==> src/sv/pbu_ram.sv <==
// Generic single write port, single read port RAM with registered read.
`default_nettype none
module pbu_ram #(
	parameter int W = 32,
	parameter int D = 64
) (
	input  wire logic                 clk,
	input  wire logic                 we,
	input  wire logic [$clog2(D)-1:0] waddr,
	input  wire logic [W-1:0]         wdata,
	input  wire logic                 re,
	input  wire logic [$clog2(D)-1:0] raddr,
	output logic      [W-1:0]         rdata
);

	logic [W-1:0] mem_q [D];

	always_ff @(posedge clk) begin
		if (we) begin
			mem_q[waddr] <= wdata;
		end
		if (re) begin
			rdata <= mem_q[raddr];
		end
	end

endmodule
`default_nettype wire

==> config.mk <==
export PLATFORM = sky130hd
export DESIGN_NAME = pbu_ram
export DESIGN_NICKNAME = d
export VERILOG_FILES = /design/src/sv/pbu_ram.sv
export SDC_FILE = /design/constraint.sdc
export NUM_CORES = 2
export LEC_CHECK = 0
export BUFFER_PORTS_ARGS = -buffer_cell sky130_fd_sc_hd__buf_2
export CAP_MARGIN = 20
export CORE_ASPECT_RATIO = 0.9
export CORE_MARGIN = 1.5
export CORE_UTILIZATION = 55
export DETAILED_ROUTE_END_ITERATION = 6
export GPL_TIMING_DRIVEN = 0
export PLACE_DENSITY = 0.73
export SYNTH_ARGS = -nofsm -noshare
export SYNTH_HDL_FRONTEND = slang
export SYNTH_SLANG_ARGS = --single-unit
==> constraint.sdc <==
create_clock -name clk -period 6.3 [get_ports clk]
set_input_delay 0.315 -clock clk [delete_from_list [all_inputs] [get_ports clk]]
set_output_delay 0.315 -clock clk [all_outputs]
set_load 0.02 [all_outputs]
# Yosys cells after proc, flatten, opt, wreduce, memory -nomap -nowiden
# Memory sizes are Yosys's and may differ from the RTL's. A register that Yosys moved wholly into a read port is not among the register bits.
# Index checks and enable logic that the tools add are counted.
# classes
addsub	0
mul	0
div	0
n_lt_le_gt_ge	0
eq_ne	0
n_shift	0
n_mux	2
bitwise	0
n_reduce_logical	0
# op_table
op	n
$mux W1	2
# totals
regBits	0
latchBits	0
ram_bits	2048
rom_bits	0
input_bits	47
out_inout_bits	32
elab_cells	3
n_memories	1
# mem_list
memory	words	width	read_ports	rd_clocked_by_memory_dff	wr	line	text
mem_q	64	32	1	1	1	16	logic [W-1:0] mem_q [D];

# Depth between registers and ports, before layout
# logic_depth
ltp_word	2
ltp_mapped	10

# Least setup slack after synthesis
# No wires, ideal clock.
# synth_path
path_type	input to register
from	input waddr[3]
to	memory mem_q[48][0], enable pin
setup_time_ps	461
t_arrival_ps	3014
required_ps	5839
setup_slack_ps	2825
stages	4
cell_sequence	clkbuf_1 -> nor2b_1 -> nand4b_1 -> nor3_1
# synth_rtl
element	line	text
start, declared	9	input wire logic [$clog2(D)-1:0] waddr,
end, declared	16	
# Straight into the memory's write port.

==> out/qor.yml <==
run_status:
  outcome: "complete, but fails checks"
  violations: "design-rule violations"
worst_setup_path:
  path_cells: "buf_2 > buf_2 > buf_2 > buf_1 > nand3b_1 > o221ai_1 > a21oi_1 > a21oi_1 > nor2_1"
  r2r-end: "rdata[9]"
  end_kind: "flop"
  critPathKind: "in -> reg"
  r2r_cells: 5
  slowest_delay_ns: 0.82
  crit_path_start_kind: "input port"
  crit_top_cell: "buf_2"
  r2r-start: "mem_q[35][9]"
  reg2reg_slack_ns: 3.51
  arrival_ns: 4.79
  required_ns: 6.84
  cp_slowest_cell: "a21oi_1"
  crit_fanout: 10
clock_network:
  post_cts_resized: 0
  clk_latency_ns: 0.88
  clk_pin_slew_ns: 0.06
  cts_tree: "built"
  htreeDepth: 4
  postCtsSetupBuffers: 0
  cts_hold_buf: 1
  numCtsBuffers: 195
  root_buffer: "clkbuf_16"
  clock_path_buffers: 3
  clock_sinks: 2080
placement:
  placed_cell_area_sq_um: 84300
  port_buffers: 70
  place_congestion: 0.875
  hpwl_microns: 150000
logic_synthesis:
  synth_edf_count: 2080
  synth-compound-area-share_pct: 1.67
  yosysMostFrequentCell: "edfxtp_1"
  syn-cell-area_sq_um: 78800
  synthMuxAreaShare_pct: 16.7
  seq_area_frac_synth_pct: 79.2
  synthTopCellsByCount: "2080 x edfxtp_1, 544 x mux4_2, 137 x nor2_1"
  synthAdderAreaFrac_pct: 0
  async_flop_share_pct: 0
  yosys_most_used_dff: "edfxtp_1"
  synth_cells: 3324
  yosys.area_share.simple_pct: 1.26
  yosys_warnings: 0
  yosys.area.top_type: "edfxtp_1"
  syn_area_per_cell_sq_um: 23.7
  synthDistinctLibCells: 33
  syn_nets: 3371
  synthTopCellsByArea: "edfxtp_1 79%, mux4_2 16%, mux2i_1 1.2%"
  ys_seq_elements: 2080
  synth_top_family_by_area: "multiplexers"
  synth_xor_area_share_pct: 0
  synth_top_area_share_pct: 79.2
route:
  ant_nets: 0
  wl_microns: 243000
  drt_first_pass_iters: 7
  wl_per_cell_microns: 42.0
  first_iter_violations: 8266
  drcViolationCount: 4
  vias: 41600
  via_per_inst: 7.18
final_layout:
  final_area_sq_um: 91300
  final_net_count: 3803
  syn_to_final_growth_pct: 15.7
  drive_above_1_share_pct: 30.2
global_route:
  grt_overflow: 0
  grt_pass1_wl_microns: 326000
  grt_use_total_pct: 33.5
  grt_pass1_vias: 40200
  grt_start_max_net_pins: 65
  antenna_found_initial: 20
power_and_ir_drop:
  p_leak_nw: 28.5
  power_density_nw_per_um2: 311
  peakVddDrop_uv: 275
timing:
  setup_tns_ns: 0
  fin_skew_ns: 0.0421
  worst_pin_slew_ns: 1.30
  timing.fmax_mhz: 235
  grt_setup_unrepaired: "no"
  setup_violations: 0
  min_period_ns: 4.25
  hold_violations: 0
  final_min_period_over_clock_period_pct: 67.5
  maxSlewHeadroom_pct: 13.0
  slew_violations: 0
die:
  fp.dieW_microns: 402
  die-area_sq_um: 146000
  start_util_pct: 55.5
  die_h_microns: 362
  coreArea_sq_um: 142000
  ios: 79
  rows: 131
worst_hold_path:
  hp-class: "in -> reg"
  hold_start: "wdata[19]"
  hold_path_depth: 1
  holdPathEnd: "mem_q[26][19]"
run:
  cap_violations: 0
-- layer usage --
metal / global-route usage (%) / wire (microns) / vias to the layer above
met2: 47.8 / 105000 / 4188
met1: 44.5 / 80100 / 21300
met5: 0 / 160 / -
met4: 17.9 / 16600 / 10
li1: - / - / 15200
met3: 13.4 / 41800 / 908
-- kinds of logic (layout without fill, tap and decap cells) --
family / Yosys count / count (layout)
and+or+nand+nor: 223 / 223
AOI/OAI and AO/OA: 202 / 202
buffers and inverters: 182 / 776
muxes: 637 / 637
DFF: 2080 / 2080
other: 0 / 13
-- power breakdown --
| part | internal [W] | switching, W |
|---|---|---|
| Sequential | 0.0153 | 0.0000310 |
| Combinational | 0.000569 | 0.00107 |
| Clock | 0.00614 | 0.00524 |
-- layout make-up --
type                            instances  area, sq um
Antenna cell                           13         32.5
Multi-Input combinational cell       1062        16000
Buffer                                182          887
Clock inverter                        121          990
Sequential cell                      2080        62500
Fill cell                            8815        50700
Timing Repair Buffer                  235         3500
Tap cell                             1862         2330
Clock buffer                          238         5080
-- per-stage QoR --
step	cells	hold slack [ns]	utilization (%)	worst slack (ns)	total power (W)
2_1_floorplan	3324	0.414	-	2.83	0.0164
3_3_place_gp	5256	0.762	57.4	-0.989	0.0171
3_5_place_dp	5368	0.758	59.4	1.68	0.0172
4_1_cts	5728	0.183	63.7	2.51	0.0283
5_1_grt	5786	0.0152	64.3	2.31	0.0289
6_report	5793	0.0106	64.3	2.05	0.0284
-- flip-flops by register name, indices dropped and copies added, names as in the netlist --
signal	cells
rdata	32
mem_q	2048
-- cells in the final DEF, fill, tap and decap left out, types with 12 or more instances in the layout --
master	instances
a21oi_1	62
a22oi_1	12
buf_1	21
buf_12	88
buf_16	32
buf_2	127
buf_4	26
buf_6	15
clkbuf_1	114
clkbuf_16	197
clkinv_1	44
clkinv_2	40
diode_2	13
dlygate4sd3_1	24
edfxtp_1	2080
mux2i_1	93
mux4_2	544
nand2_1	26
nor2_1	75
nor2_4	62
nor2b_1	15
o221ai_1	27
o22ai_1	84
-- critical path, delay by kind of cell --
family | cells | cell delay (ns)
AND/OR/NAND/NOR | 2 | 0.83
AO/OA/AOI/OAI | 3 | 1.59
buffers and inverters | 4 | 2.03
-- worst max-delay path by stage --
stage / startpoint / endpoint / slack [ns] / cells after the start
3_3_place_gp: we / mem_q[49][23] / -0.99 / 4
3_5_place_dp: raddr[1] / rdata[15] / 1.68 / 9
4_1_cts: raddr[1] / rdata[15] / 2.51 / 9
2_1_floorplan: waddr[3] / mem_q[48][0] / 2.83 / 4
6_report: raddr[1] / rdata[9] / 2.05 / 9
5_1_grt: raddr[1] / rdata[9] / 2.31 / 9
No activity file was read; power rests on OpenSTA's default activity.
