## config.mk

```make
export PLATFORM = sky130hd
export DESIGN_NAME = pbu_div
export DESIGN_NICKNAME = d
export VERILOG_FILES = /design/src/sv/pbu_pkg.sv /design/src/sv/pbu_div.sv
export SDC_FILE = /design/constraint.sdc
export NUM_CORES = 1
export LEC_CHECK = 0
export BUFFER_PORTS_ARGS = -buffer_cell sky130_fd_sc_hd__buf_2
export CORE_AREA = 5 5 172 124
export CTS_CLUSTER_SIZE = 10
export DETAILED_ROUTE_END_ITERATION = 10
export DIE_AREA = 0 0 177 129
export PLACE_DENSITY_LB_ADDON = 0.3
export SLEW_MARGIN = 20
export SYNTH_ARGS = -nofsm -noshare
export SYNTH_HDL_FRONTEND = slang
export SYNTH_SLANG_ARGS = --single-unit
```

## constraint.sdc

```tcl
create_clock -name clk -period 3.82 [get_ports clk]
set_clock_uncertainty 0.2 [all_clocks]
set_input_delay 0.191 -clock clk [delete_from_list [all_inputs] [get_ports clk]]
set_output_delay 0.191 -clock clk [all_outputs]
set_load 0.05 [all_outputs]
```

## src/sv/pbu_pkg.sv

```systemverilog
// Shared constants, request and status codes, divider interface types.
`default_nettype none
package pbu_pkg;

	localparam logic [31:0] ONE_Q31  = 32'h8000_0000;
	localparam logic [32:0] ONE_Q32  = 33'h1_0000_0000;
	localparam logic [32:0] HALF_Q32 = 33'h0_8000_0000;
	localparam logic [16:0] PROB_ONE = 17'h1_0000;

	localparam logic [1:0] REQ_CLEAR  = 2'd0;
	localparam logic [1:0] REQ_ADD    = 2'd1;
	localparam logic [1:0] REQ_REMOVE = 2'd2;

	localparam logic [1:0] STAT_OK    = 2'd0;
	localparam logic [1:0] STAT_FULL  = 2'd1;
	localparam logic [1:0] STAT_EMPTY = 2'd2;

	typedef struct packed {
		logic        start;
		logic [63:0] num;
		logic [32:0] den;
	} div_req_t;

	typedef struct packed {
		logic        done;
		logic [31:0] quo;
	} div_rsp_t;

endpackage
`default_nettype wire

```

## src/sv/pbu_div.sv

```systemverilog
// Radix-2 restoring divider, 32 quotient bits, result saturated to one in Q1.31.
`default_nettype none
module pbu_div
	import pbu_pkg::*;
(
	input  wire logic     clk,
	input  wire logic     arst_n,
	input  wire div_req_t req,
	output div_rsp_t      rsp
);

	localparam int STEPS = 32;
	localparam int CNT_W = $clog2(STEPS);

	logic             busy_q;
	logic             done_q;
	logic [CNT_W-1:0] cnt_q;
	logic             ovf_q;
	logic [32:0]      den_q;
	logic [32:0]      rem_q;
	logic [31:0]      lo_q;
	logic [31:0]      quo_q;
	logic [33:0]      r2;
	logic [33:0]      r2_sub;
	logic             ge;
	logic             start_ovf;

	assign r2     = {rem_q, lo_q[31]};
	assign ge     = r2 >= {1'b0, den_q};
	assign r2_sub = r2 - {1'b0, den_q};

	// quotient of 2^32 or more: saturate at once
	assign start_ovf = {1'b0, req.num[63:32]} >= req.den;

	always_ff @(posedge clk or negedge arst_n) begin
		if (!arst_n) begin
			busy_q <= 1'b0;
			done_q <= 1'b0;
			cnt_q  <= '0;
		end else begin
			done_q <= (req.start && start_ovf)
				|| (!req.start && busy_q && cnt_q == CNT_W'(STEPS - 1));
			if (req.start) begin
				cnt_q  <= '0;
				busy_q <= !start_ovf;
			end else if (busy_q) begin
				cnt_q <= cnt_q + 1'b1;
				if (cnt_q == CNT_W'(STEPS - 1)) begin
					busy_q <= 1'b0;
				end
			end
		end
	end

	always_ff @(posedge clk) begin
		if (req.start) begin
			den_q <= req.den;
			ovf_q <= start_ovf;
			rem_q <= {1'b0, req.num[63:32]};
			lo_q  <= req.num[31:0];
			quo_q <= '0;
		end else if (busy_q) begin
			rem_q <= ge ? r2_sub[32:0] : r2[32:0];
			lo_q  <= {lo_q[30:0], 1'b0};
			quo_q <= {quo_q[30:0], ge};
		end
	end

	assign rsp.done = done_q;
	assign rsp.quo  = (ovf_q || quo_q > ONE_Q31) ? ONE_Q31 : quo_q;

endmodule
`default_nettype wire

```

---- Word level (Yosys, flattened, before mapping) ----
Cells that the tools add are included.
cells by class
  add/subtract/negate cells ............... 2
  magnitude comparators ................... 3
  eq/ne operators ......................... 1
  multiplexer cells ....................... 11
  reductions and logical operators ........ 8
operators with widths
  kind                    count
  $mux W32                5
  $ge A34 B33 Y1          1
  $ge A32 B33 Y1          1
  $mux W33                1
  $sub A33 B33 Y33        1
  $gt A32 B32 Y1 const B  1
  $mux W5                 2
  $add A5 B1 Y5 const B   1
  $eq A5 B5 Y1 const B    1
  $logic_and A1 B1 Y1     3
  $mux W1                 3
  $logic_not A1 Y1        2
  $logic_or A1 B1 Y1      2
  $reduce_bool A2 Y1      1
word-level totals
  register bits after elaboration ......... 138
  input port bits ......................... 100
  output and inout bits ................... 33

---- Depth between registers and ports, before layout ----
Gate-level depths: netlist of the first run.
  word-level depth ........................ 4
  depth in mapped cells ................... 15
  depth with buffers taken out ............ 12

---- Least setup slack after synthesis of the first run ----
OpenSTA, ideal clock, no wires.
  kind .................................... reg-to-reg
  start point ............................. reg lo_q[31]
  end point ............................... reg rem_q[10], data pin
  setup time .............................. 0.260 ns
  data arrival time ....................... 3.119 ns
  setup slack ............................. 0.241 ns
  stages on the path, launching flop included .. 15
  clock period less this slack ............ 3.579 ns
  path through ............................ edfxtp_1 > inv_1 > ha_1 > inv_1 > fa_1 > a21o_1 > a21oi_2 > o221ai_2 > a221o_1 > o21ba_1 > or2_1 > buf_6 > buf_6 > mux2_4 > mux2_2
on the way
  word-level cells in the longest chain between the ends .. 4
  elaborated cells on any way between the ends .. 5
  those cells by class .................... 1 x add/sub; 1 x order compare; 3 x mux
ends and longest elaborated chain
  item                                                line                          text
  start, declared                                     pbu_div.sv:21                 logic [31:0] lo_q;
  start signal, assigned                              pbu_div.sv:60                 lo_q <= req.num[31:0];
  start signal, assigned                              pbu_div.sv:64                 lo_q <= {lo_q[30:0], 1'b0};
  $sub A33 B33 Y33 or $ge A34 B33 Y1 (tied branches)  pbu_div.sv:30, pbu_div.sv:29
  $mux W33 *                                          pbu_div.sv:63                 rem_q <= ge ? r2_sub[32:0] : r2[32:0];
  $mux W32 *                                          pbu_div.sv:62                 end else if (busy_q) begin
  $mux W32 *                                          pbu_div.sv:56                 if (req.start) begin
  end signal, assigned                                pbu_div.sv:59                 rem_q <= {1'b0, req.num[63:32]};
  end signal, assigned                                pbu_div.sv:63
  end, declared                                       pbu_div.sv:20                 logic [32:0] rem_q;
Every way passes the cells marked *; elsewhere a longest branch is shown, timed or not. The select of a mux whose other input is x is not followed.
A chain may end at the register's enable or synchronous reset.

---- Worst setup path in the final report of the first run ----
  start point ............................. reg lo_q[31]
  end point ............................... reg rem_q[5], data pin
The elaborated chain is that of the path after synthesis.

==> reports/results.ini, run 1 <==
[clocking]
cts-root-buf = clkbuf_16
cts_sinks = 138
path_clk_slew_ns = 0.07
clockBufferDepth = 2
post_cts_buffers = 0
htreeDepth = 4
cts_tree = built
cts-buffers-inserted = 17
clkLatencyLatePin_ns = 0.43

[routing]
dr.pass1.iters = 6
ant_nets = 0
vias = 6926
drt_wl_total_um = 21800
initialDrtViolationCount = 560
via_per_inst = 5.20
drc_errors = 0
detail_route.wl_per_cell_um = 16.4

[global_route]
gr-usage-all-layers_pct = 19.3
overflow = 0
antenna_found_initial = 0
grt_pass1_vias = 6903
grt_max_degree = 95
grt_first_pass_wirelength_um = 35200

[hold_path]
hold_start = req[77]
holdPathStages = 3
hold_path_end = rem_q[12]$_DFFE_PP_
hold_class = primary input to register

[die]
ios = 133
rows = 43
start_util_pct = 44.1
die_w_um = 177
die_h_um = 129
die_area_um2 = 22800
coreArea_um2 = 19500

[place]
dp_hpwl_um = 15000
place.gp.congestion = 0.878
place_inst = 1204
io_buffers = 132

[power_and_ir_drop]
pwr_density_cell_nw_per_um2 = 601
vdd_drop_max_mv = 0.255
leakage_nw = 5.09

[synth]
yosysWarnings = 0
ys_seq_area_share_pct = 44.0
synth_enable_flop_cells = 98
netlist_area_um2 = 8590
synthArstFlopShare_pct = 5.07
syn-num-nets = 990
synth_seq_cells = 138
syn_area_per_cell_um2 = 10.4
synth_flop_cell = edfxtp_1
synthCells = 822
synth_cell_types = 72

[critical_path]
crit_cells = 13
arrival_ns = 3.69
rr_worst_depth = 13
crit_type = register to register
crit_path_frequent_cell = inv_1
critPathTopFamily = compound AO/OA/AOI/OAI gates
crit_chain = inv_1, ha_1, inv_1, fa_1, a21o_1, a21oi_4, o221ai_2, a221o_1, o21ba_1, or2_4, buf_4, mux2_1, mux2_2
r2r-end = rem_q[5]$_DFFE_PP_
path_buf_inv = 3
rrSetupSlack_ns = 0.12
worstPathRequired_ns = 3.80
startpoint_type = register
cp_slowest_cell = edfxtp_1
r2r_start = lo_q[31]$_DFFE_PP_
end_kind = register
cp_max_fo = 8
cpPeakStageDelay_ns = 0.39

[timing]
setup_tns_ns = 0
max_freq_ghz = 0.270
slew_violations = 0
relSlewSlack_pct = 44.1
period_minus_slack_ns = 3.70
worst_pin_slew_ns = 0.838
finalHoldViolCount = 0
whs_ns = 0.0262
setup_violations = 0
period_share_pct = 96.9
rsz0062_at_grt = no

[final_layout]
drive_above_1_share_pct = 23.1
fin_cells = 1332
nets = 1217
diodes = 0
fillCellCount = 1676
syn2layout_area_growth_pct = 30.0

[run_status]
status = complete, no violations

[flow_run]
drv_cap = 0

[placed cells by master (no fill, tap or decap), types with 10 or more instances in the layout]
master	netlist	layout
a21o_1	16	16
a21oi_1	48	48
and2_1	34	34
buf_2	1	131
buf_4	1	11
clkbuf_16	0	19
dfxtp_1	33	33
dlygate4sd3_1	0	96
edfxtp_1	98	98
ha_1	67	67
inv_1	80	80
mux2_2	46	46
mux2i_1	36	36
nand2_1	35	35
nand4_1	15	15
nor2_1	69	69
nor2b_1	10	10
nor4_1	12	12
o21ai_0	20	19
xnor2_1	16	16
[per-stage QoR]
stage / utilization [%] / instance area [µm²] / total power, mW / worst slack [ns]
floorplan: - / 8590 / 4.20 / 0.241
global placement: 49.2 / 9580 / 4.87 / 0.214
detailed placement: 49.2 / 9580 / 4.91 / 0.0825
CTS: 57.2 / 11100 / 6.70 / 0.0756
global route: 57.3 / 11200 / 7.14 / 0.00774
finish: 57.3 / 11200 / 6.71 / 0.118
[repair_timing]
item,4_1_cts,5_1_grt
gates resized for setup,0,2
hold buffers,96,0
hold endpoints to repair,101,0
endpoints found under the setup margin,0,14
[how the worst max path moves through the flow]
stage | slack, ns | from | to
final | 0.12 | lo_q[31]$_DFFE_PP_ | rem_q[5]$_DFFE_PP_
after global routing | 0.008 | lo_q[31]$_DFFE_PP_ | rem_q[6]$_DFFE_PP_
after CTS | 0.08 | lo_q[31]$_DFFE_PP_ | rem_q[5]$_DFFE_PP_
after detailed placement | 0.08 | lo_q[31]$_DFFE_PP_ | rem_q[5]$_DFFE_PP_
after global placement | 0.21 | lo_q[31]$_DFFE_PP_ | rem_q[7]$_DFFE_PP_
after floorplan | 0.24 | lo_q[31]$_DFFE_PP_ | rem_q[10]$_DFFE_PP_
[sequential cells by signal, summed over array words and instances, names as in the netlist]
name	flops
ovf_q	1
den_q	33
lo_q	32
done_q	1
busy_q	1
rem_q	33
cnt_q	5
quo_q	32
[worst min-delay path, stage by stage]
cell	delay, ns
buf_2	0.09
nand2b_1	0.10
and4_1	0.16
[synth_stat cells (all sizes together), types with 4 or more instances]
| library cell | instances | area share [%] |
|---|---|---|
| a221o | 6 | 0.70 |
| xor2 | 9 | 0.92 |
| mux2 | 59 | 8.1 |
| edfxtp | 98 | 34 |
| nor4 | 12 | 0.87 |
| and2 | 34 | 2.5 |
| nor3b | 5 | 0.44 |
| a211oi | 4 | 0.35 |
| nor3 | 9 | 0.52 |
| dfxtp | 33 | 7.7 |
| nand2b | 6 | 0.44 |
| o31ai | 5 | 0.44 |
| o21ai | 29 | 1.7 |
| a21oi | 50 | 3.1 |
| inv | 80 | 3.5 |
| mux2i | 36 | 4.2 |
| a21o | 16 | 1.4 |
| o21a | 7 | 0.61 |
| or3 | 5 | 0.36 |
| clkbuf | 22 | 0.96 |
| or2 | 5 | 0.36 |
| nand4 | 15 | 1.1 |
| and4 | 5 | 0.51 |
| ha | 67 | 9.8 |
| nand2 | 35 | 1.5 |
| o21bai | 5 | 0.44 |
| buf | 12 | 0.85 |
| nor2b | 10 | 0.73 |
| dfrtp | 7 | 2.0 |
| nand3 | 8 | 0.47 |
| xnor2 | 16 | 1.6 |
| nor2 | 69 | 3.0 |
[where the power goes]
group / total [mW] / switching [mW] / internal (mW)
combinational: 2.95 / 1.56 / 1.39
clock: 1.69 / 0.667 / 1.02
sequential: 2.07 / 0.132 / 1.94
total: 6.71 / 2.36 / 4.35
[layout make-up]
cell class | instances | area, µm² | share of cell area, %
well taps | 270 | 338 | 3.03
clock inverters | 10 | 101 | 0.908
flip-flops and latches | 138 | 3780 | 33.9
inverters | 80 | 300 | 2.69
clock buffers | 22 | 507 | 4.54
repair buffers | 242 | 1770 | 15.9
multi-input cells | 570 | 4360 | 39.1
[logic make-up after synthesis]
| family | count (synthesis) | share of synthesized area (%) |
|---|---|---|
| compound gates | 154 | 12.1 |
| xor+xnor | 25 | 2.55 |
| fa+ha+maj | 68 | 10.0 |
| buf+inv | 114 | 5.30 |
| flops | 138 | 44.0 |
| mux | 95 | 12.3 |
| simple gates | 228 | 13.7 |
[routing by layer]
| layer | global-route usage, % | vias to the layer above | wire [µm] |
|---|---|---|---|
| li1 | - | 3430 | - |
| met1 | 27.3 | 3261 | 10500 |
| met2 | 29.5 | 203 | 9630 |
| met3 | 4.70 | 32 | 1290 |
| met4 | 5.96 | 0 | 366 |
| met5 | 0 | - | 0 |
(Power assumes the default switching activity.)
==> run 2: changes to the inputs <==
CTS_BUF_LIST = sky130_fd_sc_hd__clkbuf_2   (was not set)
CTS_CLUSTER_DIAMETER = 200   (was not set)
==> run 2 against run 1 <==
  * Combinational power rose by 4%
  * Fmax down 0.15%
  * Final area is 4.4% higher
  * Setup slack got worse by 0.0057 ns
  * Flip-flop and latch count is the same
  * Largest power group unchanged
==> reports/results.ini, run 2 (same netlist as run 1, synthesis figures left out) <==
[timing]
setup_tns_ns = 0  ; unchanged
relSlewSlack_pct = 42.6  ; -1.6 points
max_freq_ghz = 0.270  ; -0.15%
period_share_pct = 97.1  ; +0.15 points
finalHoldViolCount = 0  ; unchanged
worst_pin_slew_ns = 0.862  ; +0.0233 ns
whs_ns = 0.0997  ; +0.0735 ns
slew_violations = 0  ; unchanged
rsz0062_at_grt = no
setup_violations = 0  ; unchanged
fin_ws_ns = 0.112  ; -0.00566 ns
period_minus_slack_ns = 3.71  ; +0.00566 ns

[clocking]
cts-buffers-inserted = 17  ; unchanged
cts_tree = built
cts-root-buf = clkbuf_2
cts_sinks = 138  ; unchanged
htreeDepth = 4  ; unchanged
clockBufferDepth = 2  ; unchanged
path_clk_slew_ns = 0.22  ; +0.15 ns
clkLatencyLatePin_ns = 0.76  ; +0.33 ns

[final_layout]
mostFrequentLayoutCells = 179 x dlygate4sd3_1, 131 x buf_2, 98 x edfxtp_1, 80 x inv_1, 69 x nor2_1
diodes = 0  ; unchanged
reg_top3 = den_q: 33 flops, rem_q: 33 flops
drive_above_1_share_pct = 21.5  ; -1.6 points
fin_cells = 1416  ; +6.3%
layout_commonest_cell = dlygate4sd3_1
final_area_um2 = 11600  ; +4.4%
final_core_util_pct = 59.8  ; +2.5 points
syn2layout_area_growth_pct = 35.7
fillCellCount = 1655  ; -1.3%
nets = 1301  ; +6.9%

[routing]
drc_errors = 0  ; unchanged
initialDrtViolationCount = 548  ; -2.1%
detail_route.wl_per_cell_um = 16.5  ; +0.38%
topRoutingLayerUsed = met4
dr_wl_met3_um = 1430  ; +11%
drt_wl_total_um = 23300  ; +6.7%
ant_nets = 0  ; unchanged
m1WireLength_um = 10700  ; +1.9%
vias = 7332  ; +5.9%
dr_wl_met2_um = 10800  ; +12%
dr.pass1.iters = 5  ; -1
via_per_inst = 5.18  ; -0.42%

[critical_path]
end_kind = register
endpoint = rem_q[13]$_DFFE_PP_
crit_type = register to register
r2r_start = lo_q[31]$_DFFE_PP_
worstSetupStartpoint = lo_q[31]$_DFFE_PP_
r2r-end = rem_q[13]$_DFFE_PP_
worstPathRequired_ns = 4.10  ; +0.30 ns
crit_chain = inv_1, ha_1, inv_1, fa_1, a21o_1, a21oi_4, o221ai_2, a221o_1, o21ba_1, or2_4, buf_12, mux2_4, mux2_2
arrival_ns = 3.99  ; +0.30 ns
rrSetupSlack_ns = 0.11  ; about the same
cp_max_fo = 27  ; +19
rr_worst_depth = 13  ; unchanged
startpoint_type = register
cpPeakStageDelay_ns = 0.43  ; +0.04 ns
crit_path_frequent_cell = inv_1
cp_slowest_cell = edfxtp_1

[global_route]
gr-usage-all-layers_pct = 20.5  ; +1.2 points
grt_first_pass_wirelength_um = 37300  ; +5.9%
overflow = 0  ; unchanged
grt_max_degree = 95  ; unchanged
grt_pass1_vias = 7363  ; +6.7%
antenna_found_initial = 0  ; unchanged

[die]
start_util_pct = 44.1  ; unchanged
die_w_um = 177  ; unchanged
die_area_um2 = 22800  ; unchanged
die_h_um = 129  ; unchanged
coreArea_um2 = 19500  ; unchanged
ios = 133  ; unchanged
rows = 43  ; unchanged

[run_status]
status = complete, no violations

[place]
place.gp.congestion = 0.878  ; unchanged
dpl_cell_area_um2 = 9580  ; unchanged
dp_hpwl_um = 15000  ; unchanged
place_inst = 1204  ; unchanged
place_ws_ns = 0.0825  ; unchanged
io_buffers = 132  ; unchanged

[power_and_ir_drop]
switching_share_pct = 37.9  ; +2.8 points
vdd_drop_max_mv = 0.250  ; -1.8%
intPower_mw = 3.79  ; -13%
leakage_nw = 5.30  ; +4.1%
clkPwrFrac_pct = 15.8  ; -9.3 points
combPwrFrac_pct = 50.2  ; +6.2 points
finalPower_mw = 6.10  ; -9.1%
pwr-share-seq_pct = 33.9  ; +3.0 points
power.switching_mw = 2.32  ; -1.8%
pwr_density_cell_nw_per_um2 = 524  ; -13%

[hold_path]
hold_class = primary input to register
holdPathStages = 4  ; +1

[flow_run]
drv_cap = 0  ; unchanged

## run 2: repair_timing
action | CTS | global route
endpoints found under the hold margin | 128 | 1
setup endpoints to repair | 0 | 13
hold buffers | 178 | 1
resized for setup | 0 | 2
buffers inserted | 0 | 1
## run 2: area by class of cell
class	instances	area, µm²	share of cell area, %
clock buffer	18	90.1	0.773
clock inverter	14	169	1.45
inverter	80	300	2.58
multi-input combinational	570	4360	37.5
sequential	138	3780	32.4
tap	270	338	2.90
timing repair buffer	326	2610	22.4
## run 2: worst min path at each step
| stage | from | to |
|---|---|---|
| 6_report | req[84] | rem_q[19]$_DFFE_PP_ |
| 5_1_grt | req[84] | rem_q[19]$_DFFE_PP_ |
| 4_1_cts | req[70] | rem_q[5]$_DFFE_PP_ |
| 3_5_place_dp | arst_n | done_q$_DFF_PN0_ |
| 3_3_place_gp | arst_n | done_q$_DFF_PN0_ |
| 2_1_floorplan | arst_n | busy_q$_DFF_PN0_ |
## run 2: power groups by stage
| stage | Clock, mW | Sequential, mW | Combinational, mW |
|---|---|---|---|
| 6_report | 0.967 | 2.07 | 3.07 |
| 2_1_floorplan | 0 | 2.05 | 2.15 |
| 4_1_cts | 0.984 | 2.07 | 3.00 |
| 3_3_place_gp | 0 | 2.09 | 2.78 |
| 3_5_place_dp | 0 | 2.10 | 2.81 |
| 5_1_grt | 1.07 | 2.10 | 3.36 |
## run 2: routing by layer
metal,up-vias,GRT usage [%]
li1,3591,-
met1,3463,27.7
met2,244,33.3
met3,34,5.40
met4,0,4.68
met5,-,0
## run 2: worst max-delay path: cells and delay by family (launching register included)
family | cells | cell delay [ns]
AO/OA/AOI/OAI | 5 | 1.15
adder cells (fa/ha/maj) | 2 | 0.55
buffers and inverters | 3 | 0.30
flip-flops | 1 | 0.43
multiplexers | 2 | 0.55
AND/OR/NAND/NOR | 1 | 0.28
==> run 3: changes to the inputs <==
RECOVER_POWER = 25   (was not set)
==> run 3 against run 2 <==
  * The run now ends with capacitance limit, slew limit left
  * Clock power barely moved
  * Routed wire length fell by 0.23%
  * Utilization fell by 0.21 points
  * Power fell by 0.13%
  * Register-to-register slack barely moved
  * Die area did not move
  * Setup slack improved by 0.0018 ns
  * Combinational power barely moved
  * Via count fell by 0.15%
  * Fmax barely moved
  * Non-clock buffer count did not move
  * Largest cell class unchanged
==> reports/results.ini, run 3 (same netlist as run 1, synthesis figures left out) <==
[global_route]
antenna_found_initial = 0  ; unchanged
grt_max_degree = 95  ; unchanged
overflow = 0  ; unchanged
gr-usage-all-layers_pct = 20.5  ; unchanged
grt_pass1_vias = 7363  ; unchanged
grt_first_pass_wirelength_um = 37300  ; unchanged

[routing]
via_per_inst = 5.17  ; -0.15%
dr.pass1.iters = 5  ; unchanged
drc_errors = 0  ; unchanged
vias = 7321  ; -0.15%
initialDrtViolationCount = 548  ; unchanged
detail_route.wl_per_cell_um = 16.4  ; -0.23%
drt_wl_total_um = 23200  ; -0.23%
ant_nets = 0  ; unchanged

[clocking]
cts-buffers-inserted = 17  ; unchanged
clockBufferDepth = 2  ; unchanged
path_clk_slew_ns = 0.22  ; about the same
clkLatencyLatePin_ns = 0.76  ; about the same
cts_sinks = 138  ; unchanged
cts-root-buf = clkbuf_2
htreeDepth = 4  ; unchanged
cts_tree = built

[timing]
setup_violations = 0  ; unchanged
slew_violations = 76  ; +76
period_share_pct = 97.0  ; about the same
relSlewSlack_pct = -3.73  ; -46 points
setup_tns_ns = 0  ; unchanged
rsz0062_at_grt = no
finalHoldViolCount = 0  ; unchanged
whs_ns = 0.103  ; +0.00361 ns
max_freq_ghz = 0.270  ; about the same
period_minus_slack_ns = 3.71  ; -0.00178 ns
worst_pin_slew_ns = 1.56  ; +0.694 ns
fin_ws_ns = 0.114  ; +0.00178 ns

[die]
die_h_um = 129  ; unchanged
die_area_um2 = 22800  ; unchanged
start_util_pct = 44.1  ; unchanged
rows = 43  ; unchanged
ios = 133  ; unchanged
coreArea_um2 = 19500  ; unchanged
die_w_um = 177  ; unchanged

[critical_path]
cp_max_fo = 27  ; unchanged
startpoint_type = register
crit_type = register to register
end_kind = register
cpPeakStageDelay_ns = 0.43  ; about the same
arrival_ns = 3.99  ; about the same
cp_slowest_cell = edfxtp_1
crit_path_frequent_cell = inv_1
worstPathRequired_ns = 4.10  ; about the same
crit_chain = inv_1, ha_1, inv_1, fa_1, a21o_1, a21oi_4, o221ai_2, a221o_1, o21ba_1, or2_4, buf_12, mux2_4, mux2_2

[final_layout]
drive_above_1_share_pct = 19.7  ; -1.7 points
fin_cells = 1416  ; unchanged
syn2layout_area_growth_pct = 35.2
mostFrequentLayoutCells = 179 x dlygate4sd3_1, 111 x buf_2, 98 x edfxtp_1, 80 x inv_1, 69 x nor2_1
nets = 1301  ; unchanged
final_area_um2 = 11600  ; -0.34%
reg_top3 = den_q: 33 flops, rem_q: 33 flops
layout_commonest_cell = dlygate4sd3_1
fillCellCount = 1669  ; +0.85%
diodes = 0  ; unchanged

[power_and_ir_drop]
power.switching_mw = 2.31  ; -0.18%
intPower_mw = 3.78  ; -0.11%
clkPwrFrac_pct = 15.9  ; about the same
vdd_drop_max_mv = 0.250  ; -0.20%
leakage_nw = 5.24  ; -1.1%
pwr-share-seq_pct = 34.0  ; about the same
combPwrFrac_pct = 50.2  ; about the same
switching_share_pct = 37.9  ; about the same
pwr_density_cell_nw_per_um2 = 525  ; +0.21%

[run_status]
violations = capacitance limit, slew limit
status = complete, but fails checks

[place]
dpl_cell_area_um2 = 9580  ; unchanged
place_inst = 1204  ; unchanged
place.gp.congestion = 0.878  ; unchanged
dp_hpwl_um = 15000  ; unchanged
place_ws_ns = 0.0825  ; unchanged
io_buffers = 132  ; unchanged

[hold_path]
hold_class = primary input to register

[flow_run]
drv_cap = 1  ; +1

run 3: stage by stage:
stage | utilization, % | power, mW
after floorplan | - | 4.20
after global placement | 49.2 | 4.87
after detailed placement | 49.2 | 4.91
after CTS | 59.7 | 6.05
after global routing | 59.6 | 6.52
final | 59.6 | 6.10
run 3: what timing repair did:
item / CTS / global route
gates resized for setup: 0 / 2
buffers inserted: 0 / 1
hold buffers: 178 / 1
setup endpoints to repair: 0 / 13
hold endpoints to repair: 128 / 1
run 3: worst paths after layout:
check	cells past startpoint	slack, ns	from	to
min	4	0.10	req[84]	rem_q[19]$_DFFE_PP_
max reg2reg	13	0.11	lo_q[31]$_DFFE_PP_	rem_q[13]$_DFFE_PP_
min in group asynchronous	3	0.18	arst_n	cnt_q[3]$_DFFE_PN0P_
max in group asynchronous	3	2.97	arst_n	busy_q$_DFF_PN0_
max	13	0.11	lo_q[31]$_DFFE_PP_	rem_q[13]$_DFFE_PP_
min reg2reg	2	0.31	rem_q[32]$_SDFFE_PP0P_	rem_q[32]$_SDFFE_PP0P_
run 3: routing by layer:
metal	up-vias	global-route usage, %	share of wire (%)
met5	-	0	0
met4	0	4.68	1.6
met3	33	5.40	5.9
met2	233	33.3	46
met1	3462	27.7	46
li1	3593	-	-
run 3: final cells by class:
class | instances | area (µm²) | area share, %
Sequential cell | 138 | 3780 | 32.6
Clock inverter | 14 | 169 | 1.46
Inverter | 80 | 300 | 2.59
Tap cell | 270 | 338 | 2.91
Timing Repair Buffer | 326 | 2570 | 22.1
Multi-Input combinational cell | 570 | 4360 | 37.6
Clock buffer | 18 | 90.1 | 0.776
run 3: power groups by stage:
stage / Clock, mW / Combinational, mW / Sequential (mW)
floorplan: 0 / 2.15 / 2.05
global placement: 0 / 2.78 / 2.09
detailed placement: 0 / 2.81 / 2.10
CTS: 0.984 / 3.00 / 2.07
global route: 1.07 / 3.35 / 2.10
finish: 0.967 / 3.06 / 2.07
run 3: critical path: cells and delay by family (launching register included):
kind | cells | cell delay, ns
flops | 1 | 0.43
compound gates | 5 | 1.15
fa+ha+maj | 2 | 0.55
simple gates | 1 | 0.28
mux | 2 | 0.55
buf+inv | 3 | 0.30
